**src/rtl/core/spmv_pkg.sv**
```systemverilog
`timescale 1ns / 1ps
// ----------------------------------------------------------------------------
// Sparse matrix-vector multiply package
// Shared widths, opcodes and the control bundle of the multiply-accumulate unit.
// ----------------------------------------------------------------------------
package spmv_pkg;

  localparam int IdxW = 12;
  localparam int ValW = 32;
  localparam int SumW = 64;
  localparam int RowW = 12;
  localparam int OpW  = 2;

  localparam int VectorDepthDef = 4096;

  localparam logic [OpW-1:0] OP_LOAD    = 2'd0;
  localparam logic [OpW-1:0] OP_NONZERO = 2'd1;
  localparam logic [OpW-1:0] OP_END_ROW = 2'd2;

  typedef struct packed {
    logic mul_en;
    logic acc_en;
    logic clr_en;
  } spmv_ctl_t;

endpackage

```
**src/rtl/core/spmv_mac.sv**
```systemverilog
`timescale 1ns / 1ps
// ----------------------------------------------------------------------------
// Multiply-accumulate unit
// Registered Q32.32 product of Q16.16 operands and a saturating Q32.32 running row sum.
// ----------------------------------------------------------------------------
module spmv_mac
  import spmv_pkg::*;
(
  input  logic                   clk_i,
  input  logic                   rst_ni,
  input  spmv_ctl_t              ctl_i,
  input  logic signed [ValW-1:0] a_i,
  input  logic signed [ValW-1:0] b_i,
  output logic signed [SumW-1:0] sum_o
);

  logic signed [SumW-1:0] prod_q;
  logic signed [SumW-1:0] sum_q, sum_d;
  logic signed [SumW-1:0] raw_sum;
  logic                   ovf;

  always_ff @(posedge clk_i) begin
    if (ctl_i.mul_en) begin
      prod_q <= SumW'(a_i * b_i);
    end
  end

  assign raw_sum = sum_q + prod_q;
  assign ovf     = (sum_q[SumW-1] == prod_q[SumW-1]) && (raw_sum[SumW-1] != sum_q[SumW-1]);

  always_comb begin
    sum_d = sum_q;
    if (ctl_i.clr_en) begin
      sum_d = '0;
    end else if (ctl_i.acc_en) begin
      if (ovf) begin
        sum_d = sum_q[SumW-1] ? {1'b1, {(SumW-1){1'b0}}} : {1'b0, {(SumW-1){1'b1}}};
      end else begin
        sum_d = raw_sum;
      end
    end
  end

  always_ff @(posedge clk_i or negedge rst_ni) begin
    if (!rst_ni) begin
      sum_q <= '0;
    end else begin
      sum_q <= sum_d;
    end
  end

  assign sum_o = sum_q;

endmodule

```
**config.mk**
```make
export PLATFORM = sky130hd
export DESIGN_NAME = spmv_mac
export DESIGN_NICKNAME = d
export VERILOG_FILES = /design/src/rtl/core/spmv_pkg.sv /design/src/rtl/core/spmv_mac.sv
export SDC_FILE = /design/constraint.sdc
export NUM_CORES = 2
export LEC_CHECK = 0
export ABC_AREA = 1
export BUFFER_PORTS_ARGS = -buffer_cell sky130_fd_sc_hd__buf_2
export CORE_MARGIN = 3
export CORE_UTILIZATION = 35
export DETAILED_ROUTE_END_ITERATION = 7
export HOLD_SLACK_MARGIN = 0.02
export PLACE_DENSITY = 0.52
export SLEW_MARGIN = 0
export SYNTH_ARGS = -nofsm -noshare
export SYNTH_HDL_FRONTEND = slang
export SYNTH_SLANG_ARGS = --single-unit
```
**constraint.sdc**
```tcl
create_clock -name clk_i -period 6.7 [get_ports clk_i]
set_input_delay 0.67 -clock clk_i [delete_from_list [all_inputs] [get_ports clk_i]]
set_output_delay 0.67 -clock clk_i [all_outputs]
set_load 0.03 [all_outputs]
```
After elaboration in Yosys (flattened, before gate mapping)

Cells that the tools add are included.

Bits in registers: 128
Latch bits: 0
Bits in writable memories: 0
ROM bits: 0
Input port bits: 69
Output and inout bits: 64
Word-level logic and storage cells: 12
Memories kept: 0

Add/sub/neg operators: 1
Multiply operators: 1
Div/mod/pow operators: 0
Order comparisons: 0
Equality and inequality tests: 2
Shift-type cells: 0
Muxes and demuxes: 4
Bitwise logic cells: 0
Reduce and logical (&&, ||, !) cells: 2

Operators with widths:

| cell                                           | count |
|---|---|
| 64-bit two-way mux                             | 4 |
| 64-bit adder                                   | 1 |
| 32-bit by 32-bit multiplier with 64-bit output | 1 |
| 2-bit nonzero test                             | 1 |
| 1-bit == test                                  | 1 |
| 1-bit logical AND                              | 1 |
| 1-bit inequality test                          | 1 |

Depth between registers and ports, before layout

Depth after elaboration: 6
Mapped depth: 31
Gate-level depth less buffers: 30

Least setup slack after synthesis

OpenSTA, ideal clock, no wires.

Path type: input -> register
Start point: input a_i[31]
End point: register prod_q[56] (data pin)
Arrival time: 7270 ps
Data required time: 6447 ps
Slack: -823 ps
Stages on the path: 28
Buffers on the path: 1
Cells stage by stage: clkbuf_1 -> nand2_1 -> inv_1 -> fa_1 -> inv_1 -> fa_1 -> inv_1 -> fa_1 -> fa_1 -> inv_1 -> fa_1 -> inv_1 -> fa_1 -> inv_1 -> fa_1 -> inv_1 -> fa_1 -> ha_1 -> nand2_1 -> nor2_1 -> inv_1 -> nor2_1 -> nand2_1 -> inv_1 -> nand2_1 -> or2_2 -> nand4_1 -> nand2_1

Longest elaborated chain between the ends: 1

RTL lines:

| element                                        | line           | text |
|---|---|---|
| start, declared                                | spmv_mac.sv:12 | `input logic signed [ValW-1:0] a_i,` |
| 32-bit by 32-bit multiplier with 64-bit output | spmv_mac.sv:24 | `prod_q <= SumW'(a_i * b_i);` |
| end signal, assigned                           | spmv_mac.sv:24 |  |
| end, declared                                  | spmv_mac.sv:17 | `logic signed [SumW-1:0] prod_q;` |

No other way between the ends.
A chain may end at the register's enable or synchronous reset.

Worst setup path in the final report

Start point: input a_i[31]
End point: register prod_q[57] (data pin)

Same word-level chain as after synthesis.

==> flow_metrics.env <==
export IMPL_status="finished with violations"
export IMPL_failed_checks="negative setup slack"
export IMPL_setup_viol=34
export IMPL_cp_slowest_cell="fa_2"
export IMPL_grt_start_max_net_pins=65
export IMPL_synthAdderAreaFrac_pct=51.26
export IMPL_die_w_um=377.6
export IMPL_tightest_slew_ns=0.9211
export IMPL_max_stage_delay_ns=0.62
export IMPL_maxCapViolCount=0
export IMPL_io_pins=133
export IMPL_grt_busiest_layer="met2"
export IMPL_port_buffers=132
export IMPL_root_buffer="clkbuf_16"
export IMPL_grt_pass1_wl_um=249300
export IMPL_synthMuxAreaShare_pct=0
export IMPL_cts_tree="yes"
export IMPL_synth_xor_area_share_pct=1.722
export IMPL_placementRows=135
export IMPL_placed_cells=8607
export IMPL_synth_edf_count=64
export IMPL_start_util_pct=35.45
export IMPL_gp_congestion=0.9225
export IMPL_hold_viol=0
export IMPL_grt_met2_usage_pct=39.73
export IMPL_critPathArrivalTime_ns=7.20
export IMPL_postCtsHoldBufs=0
export IMPL_netlist_top_cells_area="fa_1 45%, nand2_1 15%, inv_1 14%, ha_1 6.4%, edfxtp_1 4.0%"
export IMPL_skew_ns=0.01635
export IMPL_slew_violations=0
export IMPL_detail_route_antenna_nets=0
export IMPL_reg2reg_from="sum_o[27]$_DFFE_PN0P_"
export IMPL_drt_iter0_markers=2470
export IMPL_rsz0062_at_grt="true"
export IMPL_grt_use_total_pct=22.72
export IMPL_die_h_um=377.6
export IMPL_rr_endpoint="sum_o[14]$_DFFE_PN0P_"
export IMPL_firstDrtPassIters=5
export IMPL_cts_clk_slew_worst_paths_ns=0.06
export IMPL_relSlewSlack_pct=38.59
export IMPL_vias=40893
export IMPL_worstSetupEndpointType="flip-flop"
export IMPL_critPathMaxFanout=10
export IMPL_design_core_area_sq_um=136300
export IMPL_finalNetCount=8372
export IMPL_setup_ws_ns=-0.2880
export IMPL_cts_buffers=17
export IMPL_wirelength_um=164100
export IMPL_dp_hpwl_um=137900
export IMPL_use_met3_pct=1.401
export IMPL_synthSimpleGateAreaFrac_pct=20.38
export IMPL_ys_flop_type="edfxtp_1"
export IMPL_antenna_found_initial=2
export IMPL_grtUsageMet1_pct=31.02
export IMPL_synth_compound_area_share_pct=3.309
export IMPL_ctsHtreeMaxLevel=4
export IMPL_drive_gt1_share_pct=23.42
export IMPL_crit_family="adder cells"
export IMPL_synth_commonest_cells="1,879 x nand2_1, 1,808 x inv_1, 1,083 x fa_1, 262 x nor2_1, 247 x ha_1"
export IMPL_synth_area_leader_cell="fa_1"
export IMPL_avgRoutedWirePerCell_um=18.72
export IMPL_netlist_area_sq_um=48330
export IMPL_grt_pass1_vias=43227
export IMPL_clockBufferDepth=2
export IMPL_path_class="in -> reg"
export IMPL_setup_worst_path_start_class="input port"
export IMPL_synth_cell_type_count=47
export IMPL_synthArstFlopShare_pct=50.00
export IMPL_crit_required_ns=6.92
export IMPL_clock_fmax_mhz=143.1
export IMPL_clk_latency_ns=0.47
export IMPL_fin_crit_sh_pct=104.3
export IMPL_synthesis_nets=7704
export IMPL_final_core_util_pct=44.98
export IMPL_synth_warnings=0
export IMPL_netlist_instances=6305
export IMPL_synth_seq_cells=128
export IMPL_die_area_sq_um=142600
export IMPL_drc=0
export IMPL_synth_top_family_by_area="adder cells"
export IMPL_clock_sinks=128
export IMPL_ys_seq_area_share_pct=7.291
export IMPL_hp_class="in -> async"
export IMPL_area_growth_pct=26.88
export IMPL_crit_buf_inv=11
export IMPL_reg2reg_slack_ns=3.26
export IMPL_fin_crit_ns=6.988
export IMPL_ff2ff_path_depth=15
export IMPL_syn_avg_cell_area_sq_um=7.665
export IMPL_synth_most_common_cell="nand2_1"
export IMPL_vias_per_cell=4.664
export IMPL_synth_top_cell_area_share_pct=44.86
export IMPL_final_cell_count_no_fill=8768
export IMPL_gr_total_overflow=0
export IMPL_place_ws_ns=-1.183
-- worst reg2reg max path, cell delays in order (launching register included) --
cell and delay [ns]:
dfrtp_1 0.43, ha_1 0.40, nand2_1 0.16, nor2_4 0.15, inv_2 0.06, nor2_1 0.31
a21oi_2 0.13, nand2_4 0.14, nand2_4 0.07, nand2_2 0.09, nand2_2 0.07, nand3_4 0.29
buf_4 0.71, nand2_2 0.15, nand2_1 0.10, nand2_1 0.06
-- what timing repair did --
| item | CTS | global route |
|---|---|---|
| gates cloned | 4 | 17 |
| gates resized for setup | 421 | 531 |
| pin swaps | 185 | 295 |
| setup buffers | 46 | 69 |
| endpoints found under the setup margin | 44 | 48 |
-- worst max-delay path by stage --
stage | startpoint | to | slack (ns) | cells past startpoint
floorplan | a_i[31] | prod_q[56]$_DFFE_PP_ | -0.48 | 26
global placement | b_i[18] | prod_q[59]$_DFFE_PP_ | -1.13 | 23
detailed placement | b_i[18] | prod_q[59]$_DFFE_PP_ | -1.18 | 23
CTS | a_i[31] | prod_q[61]$_DFFE_PP_ | -0.28 | 30
global route | a_i[31] | prod_q[57]$_DFFE_PP_ | -0.48 | 28
finish | a_i[31] | prod_q[57]$_DFFE_PP_ | -0.29 | 28
-- per-layer routing --
layer | vias to the layer above | routed length, um
met1 | 20477 | 71800
met2 | 1025 | 80740
met3 | 210 | 6959
li1 | 19181 | -
met4 | 0 | 4619
met5 | - | 0
-- stage by stage --
stage | hold WS (ns) | setup TNS, ns | area, sq um
after detailed placement | 0.5145 | -38.86 | 55950
final | 0.1239 | -3.853 | 61320
after global placement | 0.4925 | -36.57 | 55950
after floorplan | 0.3744 | -6.098 | 48630
after CTS | 0.1267 | -3.444 | 58580
after global routing | 0.1591 | -11.01 | 61310
-- placed cells by master (no fill, tap or decap), types with 8 or more instances in the layout --
cell type / count
nor2_2: 65
buf_6: 76
xor2_2: 9
ha_4: 43
ha_1: 204
buf_2: 93
nand3b_1: 17
dfrtp_1: 64
o21bai_1: 15
nand2_2: 127
nand3_1: 92
buf_12: 89
buf_4: 568
inv_2: 119
nor2_4: 61
clkbuf_16: 34
a21oi_4: 20
nor3_1: 14
nand4_1: 25
a21o_1: 12
a21oi_2: 50
fa_1: 993
nor2_1: 146
nand2_1: 1784
nand2_4: 46
xor2_1: 32
a21oi_1: 76
buf_8: 10
nand3_2: 15
o21ai_0: 30
o21ai_2: 22
o21bai_4: 8
o21ai_1: 19
inv_1: 1697
edfxtp_1: 64
xnor2_1: 48
fa_2: 90
-- cell type report --
type,count,area (sq um)
clock buffer,18,429.2
sequential,128,3523
tap,1781,2228
fill,13601,75000
clock inverter,14,191.4
multi-input combinational,4144,40000
inverter,1823,6858
timing repair buffer,859,8083
antenna,1,2.502
-- state kept, by name, summed over array words and instances, names as in the netlist --
| register | flops |
|---|---|
| sum_o | 64 |
| prod_q | 64 |
-- cell families after synthesis --
kind of cell / count (synthesis)
flip-flops: 128
AO/OA/AOI/OAI: 282
buffers and inverters: 2033
XOR/XNOR: 95
adder cells (fa/ha/maj): 1330
AND/OR/NAND/NOR: 2437
Power is not shown: default switching activity piles up to over one toggle a cycle in this logic, so the estimate is an artifact.
